## src/sv/rhc_pkg.sv

```systemverilog
// Shared constants and the cell-to-cell record of the colour converter.
package rhc_pkg;

	localparam int FB = 16;
	localparam int W  = FB + 1;
	localparam int DW = FB + 4;
	localparam int RW = FB + 5;
	localparam int NCELLS = W;

	localparam logic [W-1:0] ONE = {1'b1, {FB{1'b0}}};

	localparam logic MODE_TO_HSV = 1'b0;
	localparam logic MODE_TO_RGB = 1'b1;

	typedef struct packed {
		logic          mode;
		logic          hzero;
		logic          szero;
		logic [DW-1:0] div_s;
		logic [DW-1:0] div_h;
		logic [RW-1:0] rem_s;
		logic [RW-1:0] rem_h;
		logic [W-1:0]  q_s;
		logic [W-1:0]  q_h;
		logic [W-1:0]  res0;
		logic [W-1:0]  res1;
		logic [W-1:0]  res2;
	} cell_t;

endpackage

```

## src/sv/rhc_div_cell.sv

```systemverilog
// One restoring division cell: a quotient bit for saturation and one for hue.
module rhc_div_cell import rhc_pkg::*; (
	input  logic  clk,
	input  logic  arst_n,
	input  logic  en,
	input  logic  in_vld,
	input  cell_t in_cell,
	output logic  out_vld,
	output cell_t out_cell
);

	logic          ge_s, ge_h;
	logic [RW-1:0] rs, rh;
	cell_t         nxt;

	always_comb begin
		ge_s = in_cell.rem_s >= {1'b0, in_cell.div_s};
		ge_h = in_cell.rem_h >= {1'b0, in_cell.div_h};
		rs = ge_s ? in_cell.rem_s - {1'b0, in_cell.div_s} : in_cell.rem_s;
		rh = ge_h ? in_cell.rem_h - {1'b0, in_cell.div_h} : in_cell.rem_h;
		nxt = in_cell;
		nxt.rem_s = rs << 1;
		nxt.rem_h = rh << 1;
		nxt.q_s = {in_cell.q_s[W-2:0], ge_s};
		nxt.q_h = {in_cell.q_h[W-2:0], ge_h};
	end

	always_ff @(posedge clk or negedge arst_n) begin
		if (!arst_n) begin
			out_vld <= 1'b0;
		end else if (en) begin
			out_vld <= in_vld;
		end
	end

	always_ff @(posedge clk) begin
		if (en) begin
			out_cell <= nxt;
		end
	end

endmodule

```

## config.mk

```make
export PLATFORM = sky130hd
export DESIGN_NAME = rhc_div_cell
export DESIGN_NICKNAME = d
export VERILOG_FILES = /design/src/sv/rhc_pkg.sv /design/src/sv/rhc_div_cell.sv
export SDC_FILE = /design/constraint.sdc
export NUM_CORES = 1
export LEC_CHECK = 0
export BUFFER_PORTS_ARGS = -buffer_cell sky130_fd_sc_hd__buf_2
export CELL_PAD_IN_SITES_DETAIL_PLACEMENT = 1
export CELL_PAD_IN_SITES_GLOBAL_PLACEMENT = 2
export CORE_AREA = 2 2 160 162
export DETAILED_ROUTE_END_ITERATION = 8
export DIE_AREA = 0 0 162 164
export MAX_ROUTING_LAYER = met4
export PLACE_DENSITY = 0.9
export SETUP_SLACK_MARGIN = 0.15
export SLEW_MARGIN = 10
export SYNTH_ARGS = -nofsm -noshare
export SYNTH_HDL_FRONTEND = slang
export SYNTH_SLANG_ARGS = --single-unit
```

## constraint.sdc

```tcl
create_clock -name clk -period 2.2 [get_ports clk]
set_clock_uncertainty 0.05 [all_clocks]
set_input_delay 0.11 -clock clk [delete_from_list [all_inputs] [get_ports clk]]
set_output_delay 0.11 -clock clk [all_outputs]
set_load 0.01 [all_outputs]
```

Yosys cells after proc, flatten, opt, wreduce, memory -nomap -nowiden
Cells that the tools add are included.
Storage, ports and cells
  register bits: 169
  input port bits: 174
  output and inout port bits: 171
  word-level logic and storage cells: 19
Operators by class
  $add $sub $neg: 2
  magnitude comparators: 2
  multiplexer cells: 2
Operator list (count)
  $ge 21x20->1: 2
  $mux 20: 2
  $sub 20x20->20: 2

Logic depth before layout (Yosys ltp)
  depth in word-level cells: 2
  mapped depth: 11
  gate-level depth less buffers: 10

Least setup slack after synthesis
No wires, ideal clock.
  path type: input to register
  start point: in in_cell[106] in the netlist's numbering
  end point: reg out_cell[123] in the netlist's numbering, data pin
  setup time: 260 ps
  arrival time: 2082 ps
  required time: 1890 ps
  slack: -192 ps
  cell stages on the path: 9
  buffers on the path: 0
  path through: inv_1 > ha_1 > fa_1 > nor2b_1 > o2111ai_1 > a31oi_1 > a311oi_1 > o311a_1 > mux2_2
On the way
  cells in the longest elaborated chain, start to end: 2
  elaborated cells on any way between the ends: 3
  classes of those cells: add/sub (1); order compare (1); mux (1)
RTL lines
  start, declared: line rhc_div_cell.sv:7  | input cell_t in_cell,
  $sub 20x20->20 / $ge 21x20->1 (equally long branches): line rhc_div_cell.sv:19, rhc_div_cell.sv:17
  $mux 20 *: line rhc_div_cell.sv:19  | rs = ge_s ? in_cell.rem_s - {1'b0, in_cell.div_s} : in_cell.rem_s;
  via rs[16]: line rhc_div_cell.sv:13  | logic [RW-1:0] rs, rh;
  end signal, assigned: line rhc_div_cell.sv:38  | out_cell <= nxt;
  end, declared: line rhc_div_cell.sv:9  | output cell_t out_cell
Mark *: on every way through the listed nets, which the timed path passes. The rest lies on a longest branch.
A chain may end at the register's enable or synchronous reset.

Worst setup path after layout
  start point: in in_cell[150] in the netlist's numbering
  end point: reg out_cell[112] in the netlist's numbering, data pin
The elaborated chain is that of the path after synthesis.

==> impl_results.md <==
- Status: complete, no violations
- Number of flops mapped to enable cells by yosys: 168
- CTS sink cnt: 169
- Die X: 162 microns
- Leakage power: 6.029 nW
- DPL Wire Length: 20,140 microns
- CP arrival: 2.15 ns
- Hold crit path type: input port to flip-flop
- RR Startpoint: out_vld
- Max VDD drop: 0.3842 mV
- Tmin final: 2.030 ns
- Layout cells sized above 1: 47.62%
- RR Endpoint: out_vld
- Crit. End Element: flip-flop
- Async SR Flop Fraction: 0.5917%
- DIE AREA: 0.02657 sq mm
- Inst Count DP: 1,359
- CP required: 2.32 ns
- Min-Delay Startpoint: in_cell[96]
- H-tree level count: 4
- # nets final: 1,423
- Synth area leader: edfxtp_1
- Port buffer count: 340
- Mapped Cells: 582
- Initial drt markers: 314
- Final period utilization: 92.27%
- GRT Residual Overflow: 0
- Clock root buffer: clkbuf_16
- CTS tree: done
- Number of I/O pins: 345
- Total number of vias: 7,244
- GPL Wtd Cong: 0.7914
- Final WS setup: 0.1701 ns
- Core Region: 0.02482 sq mm
- Die Span Y: 164 microns
- WHS: 0.01753 ns
- Area share of the largest cell type after synthesis: 64.43%
- DP Worst Slack: -0.4950 ns
- Most common cell after layout, fill and taps aside: buf_2
- Hold path endpoint: out_cell[97]
- Synthesized area: 0.007830 sq mm
- Starting density of the core: 31.55%
- First-pass GRT wire length: 43,990 microns
- Clk slew on worst S/H paths: 0.08 ns
- 1st-pass router iterations: 4
- Worst-Margin Slew: 0.6963 ns
- Main synth FF type: edfxtp_1
- WL/cell: 19.36 microns
- Tot Pwr: 0.009585 W
- Final setup vio count: 0
- GR Util All Layers: 22.42%
- Final WL: 30,090 microns
- Clock latency at the later pin of the worst-skew pair: 0.44 ns
- PwrDens: 707.4 mW/mm^2
- Commonest non-fill, non-tap cells in the layout: buf_2, edfxtp_1, dlygate4sd3_1
- Antenna Nets Post-Route: 0
- Flop-to-flop setup slack: 1.41 ns
- Number of CTS-inserted buffers: 17
- DRC Markers: 0
- Depth of the worst hold-timing path: 2
- Mapped Avg Cell Area: 13.45 sq um
- CTS max path bufs: 2
- CP Max Fanout: 7
- CP Launch Type: input port
- YS warnings: 0
- Non-Filler Instances: 1,554
- Vias in the first global route: 7,910
- Max Slew Vio Count: 0
- Initial antenna violation count: 4
- Register area share after synthesis: 64.75%
- Max-cap violations: 0
- Final hold vios: 0
- Layout area overhead: 73.04%
- Seq cells post-synth: 169
- Crit Path Class: input port to flip-flop
- Largest cells by area after synthesis: edfxtp_1, ha_1, mux2_2
- Relative slew slack: 53.58%
- Netlist cell types: 56
- RSZ-0062 raised after global routing: no
- Number of vias per cell: 4.662
- Worst R2R Path Depth: 1
- CP startpoint: in_cell[150]
- Largest net degree at the start of global routing: 59
- Core Rows: 58
- Peak Freq: 492.6 MHz
==> per-layer routing <==
layer  routed length, microns  GRT usage (%)  part of all wire [%]  vias up
li1                         -              -                     -     3427
met1                    11150          22.97                    37     3505
met2                    16100          41.55                    53      256
met3                     1979          5.884                   6.6       56
met4                      864          7.643                   2.9        0
met5                        0              -                     0        -
==> Yosys cell counts, drive strengths merged (2+ instances only) <==
cell,number
a21o,13
a31oi,5
o221a,2
and3,4
inv,55
o21ai,31
o21bai,3
nor2,25
nand4,7
a211oi,3
clkbuf,9
nand2,45
xnor2,18
buf,7
a311oi,2
nand3,6
nor2b,4
ha,40
edfxtp,168
fa,2
xor2,11
nor3,4
nand2b,8
or2,4
mux2i,5
mux2,20
o211a,2
o2111ai,3
o21a,8
o31ai,6
a21oi,33
a21boi,2
o211ai,7
a221oi,2
==> worst max path at each step <==
| stage | to | slack (ns) | cells after the start |
|---|---|---|---|
| after floorplan | out_cell[123] | -0.05 | 9 |
| after global placement | out_cell[123] | -0.43 | 10 |
| after detailed placement | out_cell[123] | -0.50 | 10 |
| after CTS | out_cell[126] | 0.14 | 10 |
| after global routing | out_cell[112] | 0.13 | 11 |
| final | out_cell[112] | 0.17 | 11 |
==> repair_timing <==
item,CTS,global route
endpoints found under the hold margin,154,1
buffers inserted,2,4
endpoints found under the setup margin,6,31
pin swaps,2,12
hold buffers,152,1
resized for setup,5,32
==> power by group <==
group | total [W] | leakage [nW] | internal [W] | switching, W
clock | 0.00313 | 0.299 | 0.00156 | 0.00157
sequential | 0.00402 | 1.66 | 0.00392 | 0.0000968
combinational | 0.00243 | 4.07 | 0.00124 | 0.00120
total | 0.00959 | 6.03 | 0.00672 | 0.00286
==> critical path, stage by stage <==
cell and delay, ns:
buf_2 0.11, inv_1 0.09, ha_4 0.24, a21o_1 0.21, a21oi_2 0.18, nand2_1 0.12, a21oi_2 0.22, o21ai_2 0.12
a31oi_4 0.25, buf_6 0.20, mux2_4 0.31
==> metrics by stage <==
step | TNS [ns] | utilization [%] | instance area (sq um)
2_1_floorplan | -0.04910 | - | 8160
3_3_place_gp | -7.363 | 44.93 | 11150
3_5_place_dp | -8.403 | 44.93 | 11150
4_1_cts | 0 | 53.73 | 13330
5_1_grt | 0 | 54.59 | 13550
6_report | 0 | 54.59 | 13550
==> kinds of logic after synthesis <==
logic type      share of synthesized area (%)
fa+ha+maj                               6.903
flops                                   64.75
other cells                           0.04789
compound gates                          11.09
mux                                     3.516
buf+inv                                 3.579
simple gates                            6.871
xor+xnor                                3.244
==> state kept, by name, indices dropped and copies added, names as in the netlist <==
signal and cells:
out_vld 1, out_cell 168
==> layout make-up <==
| type | instances | area, sq um |
|---|---|---|
| Antenna cell | 4 | 10.01 |
| Clock buffer | 17 | 425.4 |
| Clock inverter | 15 | 196.4 |
| Fill cell | 2709 | 11270 |
| Inverter | 55 | 244.0 |
| Multi-Input combinational cell | 343 | 2930 |
| Sequential cell | 169 | 5070 |
| Tap cell | 330 | 412.9 |
| Timing Repair Buffer | 621 | 4260 |
Power figures use the tool's default switching activity.
