===== src/sv/rhc_pkg.sv =====
// Shared constants and the cell-to-cell record of the colour converter.
package rhc_pkg;

	localparam int FB = 16;
	localparam int W  = FB + 1;
	localparam int DW = FB + 4;
	localparam int RW = FB + 5;
	localparam int NCELLS = W;

	localparam logic [W-1:0] ONE = {1'b1, {FB{1'b0}}};

	localparam logic MODE_TO_HSV = 1'b0;
	localparam logic MODE_TO_RGB = 1'b1;

	typedef struct packed {
		logic          mode;
		logic          hzero;
		logic          szero;
		logic [DW-1:0] div_s;
		logic [DW-1:0] div_h;
		logic [RW-1:0] rem_s;
		logic [RW-1:0] rem_h;
		logic [W-1:0]  q_s;
		logic [W-1:0]  q_h;
		logic [W-1:0]  res0;
		logic [W-1:0]  res1;
		logic [W-1:0]  res2;
	} cell_t;

endpackage


===== src/sv/rhc_front.sv =====
// Front stages: saturation, channel extremes, hue sectors and the HSV to RGB products.
module rhc_front import rhc_pkg::*; (
	input  logic         clk,
	input  logic         arst_n,
	input  logic         en,
	input  logic         in_vld,
	input  logic         mode,
	input  logic [W-1:0] first_comp,
	input  logic [W-1:0] second_comp,
	input  logic [W-1:0] third_comp,
	output logic         out_vld,
	output cell_t        out_cell
);

	logic          vld_s1, vld_s2;
	logic          mode_s1, mode_s2;
	logic [W-1:0]  a_s1, b_s1, c_s1;
	logic [2:0]    sec_s1, sec_s2;
	logic [FB-1:0] f_s1;
	logic [W-1:0]  a_sat, b_sat, c_sat;
	logic [DW-1:0] h6;

	logic [W-1:0]  mx, mn, d;
	logic [DW-1:0] num6;
	logic signed [RW-1:0] nr, ng, nb, nd, n6, num;
	logic [2*W-1:0] sf, sn, pv;
	logic [W-1:0]  mx_s2, d_s2, c_s2, sfh_s2, snh_s2, p_s2;
	logic [DW-1:0] num6_s2, num_s2;
	logic          szero_s2;

	logic [2*W-1:0] qv, tv;
	logic [W-1:0]  q, t;
	cell_t         nxt;

	assign a_sat = (first_comp  > ONE) ? ONE : first_comp;
	assign b_sat = (second_comp > ONE) ? ONE : second_comp;
	assign c_sat = (third_comp  > ONE) ? ONE : third_comp;
	assign h6 = ({3'b000, a_sat} << 2) + ({3'b000, a_sat} << 1);

	always_ff @(posedge clk or negedge arst_n) begin
		if (!arst_n) begin
			vld_s1 <= 1'b0;
		end else if (en) begin
			vld_s1 <= in_vld;
		end
	end

	always_ff @(posedge clk) begin
		if (en) begin
			mode_s1 <= mode;
			a_s1    <= a_sat;
			b_s1    <= b_sat;
			c_s1    <= c_sat;
			sec_s1  <= h6[DW-2:FB];
			f_s1    <= h6[FB-1:0];
		end
	end

	always_comb begin
		mx = a_s1;
		mn = a_s1;
		if (b_s1 > mx) mx = b_s1;
		if (c_s1 > mx) mx = c_s1;
		if (b_s1 < mn) mn = b_s1;
		if (c_s1 < mn) mn = c_s1;
		d = mx - mn;
		num6 = ({3'b000, d} << 2) + ({3'b000, d} << 1);
		nr = $signed({{(RW-W){1'b0}}, a_s1});
		ng = $signed({{(RW-W){1'b0}}, b_s1});
		nb = $signed({{(RW-W){1'b0}}, c_s1});
		nd = $signed({{(RW-W){1'b0}}, d});
		n6 = $signed({1'b0, num6});
		if (a_s1 == mx) begin
			num = ng - nb;
		end else if (b_s1 == mx) begin
			num = (nd <<< 1) + nb - nr;
		end else begin
			num = (nd <<< 2) + nr - ng;
		end
		if (num < 0) num = num + n6;
	end

	assign sf = b_s1 * {1'b0, f_s1};
	assign sn = b_s1 * (ONE - {1'b0, f_s1});
	assign pv = c_s1 * (ONE - b_s1);

	always_ff @(posedge clk or negedge arst_n) begin
		if (!arst_n) begin
			vld_s2 <= 1'b0;
		end else if (en) begin
			vld_s2 <= vld_s1;
		end
	end

	always_ff @(posedge clk) begin
		if (en) begin
			mode_s2  <= mode_s1;
			mx_s2    <= mx;
			d_s2     <= d;
			num6_s2  <= num6;
			num_s2   <= num[DW-1:0];
			c_s2     <= c_s1;
			sfh_s2   <= sf[FB+W-1:FB];
			snh_s2   <= sn[FB+W-1:FB];
			p_s2     <= pv[FB+W-1:FB];
			szero_s2 <= (b_s1 == '0);
			sec_s2   <= sec_s1;
		end
	end

	assign qv = c_s2 * (ONE - sfh_s2);
	assign tv = c_s2 * (ONE - snh_s2);
	assign q  = qv[FB+W-1:FB];
	assign t  = tv[FB+W-1:FB];

	always_comb begin
		nxt = '0;
		nxt.mode = mode_s2;
		if (mode_s2 == MODE_TO_HSV) begin
			nxt.hzero = (d_s2 == '0);
			nxt.szero = (mx_s2 == '0);
			nxt.div_s = {3'b000, mx_s2};
			nxt.rem_s = {4'b0000, d_s2};
			nxt.div_h = num6_s2;
			nxt.rem_h = {1'b0, num_s2};
			nxt.res2  = mx_s2;
		end else if (szero_s2) begin
			nxt.res0 = c_s2;
			nxt.res1 = c_s2;
			nxt.res2 = c_s2;
		end else begin
			case (sec_s2)
				3'd0: begin nxt.res0 = c_s2; nxt.res1 = t;    nxt.res2 = p_s2; end
				3'd1: begin nxt.res0 = q;    nxt.res1 = c_s2; nxt.res2 = p_s2; end
				3'd2: begin nxt.res0 = p_s2; nxt.res1 = c_s2; nxt.res2 = t;    end
				3'd3: begin nxt.res0 = p_s2; nxt.res1 = q;    nxt.res2 = c_s2; end
				3'd4: begin nxt.res0 = t;    nxt.res1 = p_s2; nxt.res2 = c_s2; end
				default: begin nxt.res0 = c_s2; nxt.res1 = p_s2; nxt.res2 = q; end
			endcase
		end
	end

	always_ff @(posedge clk or negedge arst_n) begin
		if (!arst_n) begin
			out_vld <= 1'b0;
		end else if (en) begin
			out_vld <= vld_s2;
		end
	end

	always_ff @(posedge clk) begin
		if (en) begin
			out_cell <= nxt;
		end
	end

endmodule


===== config.mk =====
export PLATFORM = sky130hd
export DESIGN_NAME = rhc_front
export DESIGN_NICKNAME = d
export VERILOG_FILES = /design/src/sv/rhc_pkg.sv /design/src/sv/rhc_front.sv
export SDC_FILE = /design/constraint.sdc
export NUM_CORES = 2
export LEC_CHECK = 0
export ABC_AREA = 1
export BUFFER_PORTS_ARGS = -buffer_cell sky130_fd_sc_hd__buf_2
export CAP_MARGIN = 5
export CORE_ASPECT_RATIO = 1.4
export CORE_MARGIN = 2
export CORE_UTILIZATION = 60
export CTS_BUF_LIST = sky130_fd_sc_hd__clkbuf_16
export DETAILED_ROUTE_END_ITERATION = 6
export GPL_ROUTABILITY_DRIVEN = 0
export PLACE_DENSITY = 0.79
export SETUP_SLACK_MARGIN = 0.3
export SLEW_MARGIN = 10
export SYNTH_ARGS = -nofsm -noshare
export SYNTH_HDL_FRONTEND = slang
export SYNTH_SLANG_ARGS = --single-unit
export TNS_END_PERCENT = 30

===== constraint.sdc =====
create_clock -name clk -period 10.5 [get_ports clk]
set_clock_uncertainty 0.1 [all_clocks]
set_input_delay 2.1 -clock clk [delete_from_list [all_inputs] [get_ports clk]]
set_output_delay 2.1 -clock clk [all_outputs]
set_load 0.01 [all_outputs]

; ---- Word level (Yosys, flattened, before mapping)
; Cells that the tools add are included.
[totals]
regBits = 357
inputBits = 56
out_inout_bits = 171
elab_cells = 80
[op_classes]
addsub = 13
n_mul = 5
n_lt_le_gt_ge = 8
n_eq_ne = 6
n_mux = 11
n_reduce_logical = 4
[ops]
columns = operator, n
row1 = $pmux 51 s5, 1
row2 = $mul 18x18->33, 4
row3 = $mux 17, 6
row4 = $sub 17x17->18 const A, 3
row5 = $gt 17x17->1 const B, 3
row6 = $logic_not 17->1, 3
row7 = $mux 51, 1
row8 = $mux 21, 2
row9 = $eq 17x17->1, 2
row10 = $gt 17x17->1, 2
row11 = $lt 17x17->1, 2
row12 = $mul 17x16->33, 1
row13 = $lt 21x1->1 const B, 1
row14 = $sub 20x17->21, 1
row15 = $add 19x17->20, 1
row16 = $add 19x18->20, 1
row17 = $add 20x20->20, 1
row18 = $mux 20, 1
row19 = $sub 19x17->20, 1
row20 = $add 18x17->19, 1
row21 = $add 19x18->19, 1
row22 = $sub 17x16->18 const A, 1
row23 = $sub 17x17->18, 1
row24 = $sub 17x17->17, 1
row25 = other kinds (4), 5

; ---- Depth between registers and ports, before layout
[logic_depth]
word_depth = 11
ltp_mapped = 76
mapped_depth_nobuf = 73

; ---- Worst setup path before layout
; Ideal clock, no wire load.
[synth_path]
kind = reg-to-reg
start = reg b_s1[0]
end = reg num_s2[19], data pin
setup_ns = 0.253
arrival_time_ns = 8.880
required_time_ns = 10.147
setup_slack_ns = 1.268
path_stages_with_launch = 71
path_buffers = 6
period_less_slack_ns = 9.232
cell_sequence = edfxtp_1 buf_2 inv_1 clkbuf_1 ha_1 inv_1 nand3_1 nor2_1 nor2_1 nand2_2 nand2_1 clkbuf_1 clkbuf_1 nand2_1 o21ai_0 inv_1 ha_1 nand2_1 [35 not listed] a21oi_1 nand2_1 a21oi_1 inv_1 a21oi_1 inv_1 a21oi_1 nor2_1 nor2_1 nor2_1 nor2_1 nor2_1 nor2_1 inv_1 nand2_1 nand3_1 nand2_1 nand2_1
[synth_via]
elab_chain_len = 11
word_cells_on_any_way = 22
cone_classes = 8 x add/sub / 5 x order compare / 2 x eq/ne / 7 x mux
[synth_lines]
columns = item, line_no
row1 = "start, declared", rhc_front.sv:17  ; logic [W-1:0] a_s1, b_s1, c_s1;
row2 = "start signal, assigned", rhc_front.sv:52  ; b_s1 <= b_sat;
row3 = $gt 17x17->1, rhc_front.sv:62  ; if (b_s1 > mx) mx = b_s1;
row4 = $mux 17 (*), rhc_front.sv:62
row5 = $gt 17x17->1, rhc_front.sv:63  ; if (c_s1 > mx) mx = c_s1;
row6 = $mux 17 (*), rhc_front.sv:63
row7 = net mx[1], rhc_front.sv:23  ; logic [W-1:0] mx, mn, d;
row8 = $sub 17x17->17 (*), rhc_front.sv:66  ; d = mx - mn;
row9 = net d[2], rhc_front.sv:23
row10 = $add 19x17->20 / $add 18x17->19 (equally long branches), "rhc_front.sv:78, rhc_front.sv:76"
row11 = $sub 20x17->21 / $sub 19x17->20 (equally long branches), "rhc_front.sv:78, rhc_front.sv:76"
row12 = $mux 21, rhc_front.sv:75  ; end else if (b_s1 == mx) begin
row13 = $mux 21, rhc_front.sv:73  ; if (a_s1 == mx) begin
row14 = $add 20x20->20 / $lt 21x1->1 (equally long branches), rhc_front.sv:80  ; if (num < 0) num = num + n6;
row15 = $mux 20 (*), rhc_front.sv:80
row16 = net num[19], rhc_front.sv:25  ; logic signed [RW-1:0] nr, ng, nb, nd, n6, num;
row17 = "end signal, assigned", rhc_front.sv:101  ; num_s2 <= num[DW-1:0];
row18 = "end, declared", rhc_front.sv:28  ; logic [DW-1:0] num6_s2, num_s2;
; Mark *: on every way through the listed nets, which the timed path passes. The rest lies on a longest branch.
; A chain may end at the register's enable or synchronous reset.

; ---- Worst setup path in the final report
[layout_path]
start = reg a_s1[16]
end = reg num_s2[19], data pin
[layout_via]
elab_chain_len = 11
word_cells_on_any_way = 21
cone_classes = 7 x add/sub / 5 x order compare / 2 x eq/ne / 7 x mux
[layout_lines]
columns = item, line_no
row1 = "start, declared", rhc_front.sv:17
row2 = "start signal, assigned", rhc_front.sv:51  ; a_s1 <= a_sat;
row3 = $gt 17x17->1, rhc_front.sv:62
row4 = $mux 17 (*), rhc_front.sv:62
row5 = $gt 17x17->1, rhc_front.sv:63
row6 = $mux 17 (*), rhc_front.sv:63
row7 = net mx[9], rhc_front.sv:23
row8 = $sub 17x17->17 (*), rhc_front.sv:66
row9 = net d[14], rhc_front.sv:23
row10 = $add 19x17->20 / $add 18x17->19 (equally long branches), "rhc_front.sv:78, rhc_front.sv:76"
row11 = $sub 20x17->21 / $sub 19x17->20 (equally long branches), "rhc_front.sv:78, rhc_front.sv:76"
row12 = $mux 21, rhc_front.sv:75
row13 = $mux 21, rhc_front.sv:73
row14 = $add 20x20->20 / $lt 21x1->1 (equally long branches), rhc_front.sv:80
row15 = $mux 20 (*), rhc_front.sv:80
row16 = net num[19], rhc_front.sv:25
; Marked as above.

==> reports/results.tsv <==
stage	metric	value	unit
global_routing	gr-total-overflow	0	
yosys	synth_warnings	0	
clock_network	cts-root-buf	clkbuf_16	
worst_setup_path	critPathMaxStageDelay	500	ps
clock_network	cts_tree	built	
yosys	ys_seq_area_share	15.1	%
clock_network	htree_levels	2	
timing	timing.hold.ws	312	ps
global_routing	grt_pass1_wl	333000	um
run	cap_viol_max_count	0	
floorplan	start_util	60.3	%
drt	drt_iter0_drc	6735	
timing	fin_crit_sh	94.2	%
clock_network	clock_path_buffers	3	
floorplan	die_w	289	um
worst_setup_path	crit_path_end	num_s2[19]	
worst_setup_path	worstPathMaxFanout	22	
final_layout	multi_input_area	49400	um^2
worst_setup_path	critPathRequiredTime	10760	ps
yosys	synthFlopType	edfxtp_1	
final_layout	nets	10100	
yosys	netlist_area	68100	um^2
clock_network	clock_latency	600	ps
yosys	ys_types	67	
floorplan	die_y	403	um
timing	slew_headroom	16.2	%
clock_network	clock-sinks	343	
drt	vias_per_cell	5.96	
worst_setup_path	worstSetupStartpoint	a_s1[16]	
worst_setup_path	cpLargestDelayFamily	simple AND/OR/NAND/NOR gates	
worst_setup_path	cp.arrival	10150	ps
global_routing	antenna_found_initial	15	
timing	slew_violations	0	
worst_setup_path	r2r-start	a_s1[16]	
floorplan	core_area	113000	um^2
timing	setup_viol	0	
drt	drt.antenna.violating_nets	0	
hold_path	min_path_type	reg2reg	
floorplan	rows	146	
floorplan	io_pins	227	
timing	fmax	0.101	GHz
drt	drt_drc_violations_left	151	
placed_design	port_buffers	183	
global_routing	gr-usage-all-layers	38.1	%
clock_network	cts_made_buffers	39	
yosys	avgSynthCellArea	8.36	um^2
floorplan	die_area	116000	um^2
final_layout	utilization	64.1	%
worst_setup_path	cp.depth	50	
worst_setup_path	path_buf_inv	8	
placed_design	hpwlAfterDp	170000	um
final_layout	regArea	10300	um^2
worst_setup_path	r2r_cells	50	
drt	wl_per_cell	22.6	um
worst_setup_path	slowest_stage	fa_1	
timing	fin_crit	9890	ps
run_status	violations	design-rule violations	
drt	vias	57900	
drt	dr.pass1.iters	7	
yosys	ys_ff_latch	343	
final_layout	drive_gt1_share	6.62	%
run_status	status	complete, but fails checks	
yosys	synth_edf_count	340	
final_layout	num-fill-cells	9056	
worst_setup_path	cp-end-kind	flop	
timing	worstMarginPinSlew	1250	ps
clock_network	clk_pin_slew_worst_paths	70	ps
global_routing	grt_pass1_vias	59900	
final_layout	area_delta_synth_final	6.40	%
yosys	syn_inst	8137	
yosys	synthArstFlopShare	0.875	%
timing	hold_viol	0	
worst_setup_path	worst_r2r_endpoint	num_s2[19]	
worst_setup_path	r2r_slack	610	ps
drt	wl	220000	um
worst_setup_path	startpoint_type	flop	
global_routing	grt_max_degree	167	
worst_setup_path	crit_path_frequent_cell	nor2_1	
worst_setup_path	worstSetupPathType	reg2reg	
==> per-layer routing <==
layer | track usage (%) | wire (um) | vias to the layer above
li1 | - | - | 24700
met1 | 43.0 | 68500 | 27700
met2 | 60.6 | 98700 | 4111
met3 | 8.88 | 27400 | 1471
met4 | 32.9 | 24800 | 16
met5 | 0 | 99 | -
==> kinds of logic after synthesis <==
family                     share of synthesized area [%]
AOI/OAI and AO/OA                                   5.79
xor gates and xnor gates                            2.62
adders and majority gates                           47.3
buffers and inverters                               13.0
DFF                                                 15.1
muxes                                             0.0165
other                                            0.00551
and+or+nand+nor                                     16.2
==> final cells by class <==
type | instances | area share [%]
Clock buffer | 41 | 1.42
Multi-Input combinational cell | 5544 | 68.2
Antenna cell | 5 | 0.0173
Tap cell | 1480 | 2.56
Clock inverter | 31 | 0.572
Inverter | 1945 | 10.1
Timing Repair Buffer | 338 | 2.95
Sequential cell | 343 | 14.2
==> cells in the mapped netlist (23+ instances only) <==
library cell	instances	area, um^2
a21oi_1	260	1300
buf_1	43	161
buf_4	46	345
clkbuf_1	244	916
clkinv_1	30	113
edfxtp_1	340	10200
fa_1	1155	23100
ha_1	723	9050
inv_1	1900	7130
nand2_1	1683	6320
nand2_2	23	144
nand3_1	171	856
nand4_1	53	332
nor2_1	694	2610
nor3_1	28	140
nor4_1	25	156
o211ai_1	32	240
o21ai_0	187	936
o21ai_1	32	160
o21bai_1	26	195
or2_2	36	225
xnor2_1	61	534
xor2_1	135	1180
==> layout by cell type (no fill, tap or decap), types with 8 or more instances in the layout <==
cell type / instances
inv_1: 1897
nand2_1: 1680
fa_1: 1154
ha_1: 715
nor2_1: 693
edfxtp_1: 340
a21oi_1: 253
buf_2: 182
o21ai_0: 180
nand3_1: 171
buf_4: 151
xor2_1: 132
xnor2_1: 60
nand4_1: 53
conb_1: 43
clkbuf_16: 42
or2_2: 36
clkinv_1: 35
o21ai_1: 34
o211ai_1: 32
nor3_1: 28
nand2_2: 26
o21bai_1: 26
nor4_1: 24
inv_2: 19
a21o_1: 18
a221oi_1: 17
a31oi_1: 14
o22ai_1: 13
o21ai_2: 11
a22oi_1: 10
a211oi_1: 9
a21oi_2: 9
bufinv_16: 9
o21a_1: 8
o31ai_1: 8
ha_4: 8
==> metrics by stage <==
| stage | TNS (ps) | area [um^2] | setup WS (ps) | std cells |
|---|---|---|---|---|
| floorplan | 0 | 68200 | 1270 | 8179 |
| global route | -25.2 | 72400 | -25.2 | 9722 |
| finish | 0 | 72400 | 610 | 9727 |
| detailed placement | 0 | 70500 | 513 | 9629 |
| CTS | 0 | 71900 | 426 | 9701 |
| global placement | 0 | 70500 | 681 | 9629 |
==> worst min path at each step <==
stage | start | to | slack, ps | cells after the start
after global placement | mode_s1 | mode_s2 | 310 | 0
after global routing | sec_s1[1] | sec_s2[1] | 330 | 0
after floorplan | mode_s1 | mode_s2 | 300 | 0
after detailed placement | sec_s1[1] | sec_s2[1] | 310 | 0
after CTS | sec_s1[1] | sec_s2[1] | 300 | 0
final | sec_s1[1] | sec_s2[1] | 310 | 0
==> sequential cells by signal, summed over array words and instances, names as in the netlist <==
signal and flops:
snh_s2 17, szero_s2 1, num_s2 20, vld_s2 1, sfh_s2 17, out_vld 1, sec_s2 3, sec_s1 3
b_s1 17, c_s2 17, c_s1 17, out_cell 126, vld_s1 1, p_s2 17, mode_s2 1, a_s1 17
mx_s2 17, mode_s1 1, d_s2 17, num6_s2 18, f_s1 14
==> what timing repair did <==
item | in CTS | in global routing
endpoints found under the setup margin | 0 | 19
setup buffers | 0 | 20
hold endpoints to repair | 0 | 0
hold buffers | 0 | 0
gates resized for setup | 0 | 59
Power is left out: the tool's default activity adds up to more than one toggle a clock period on the data nets, which glitch-free logic cannot reach.
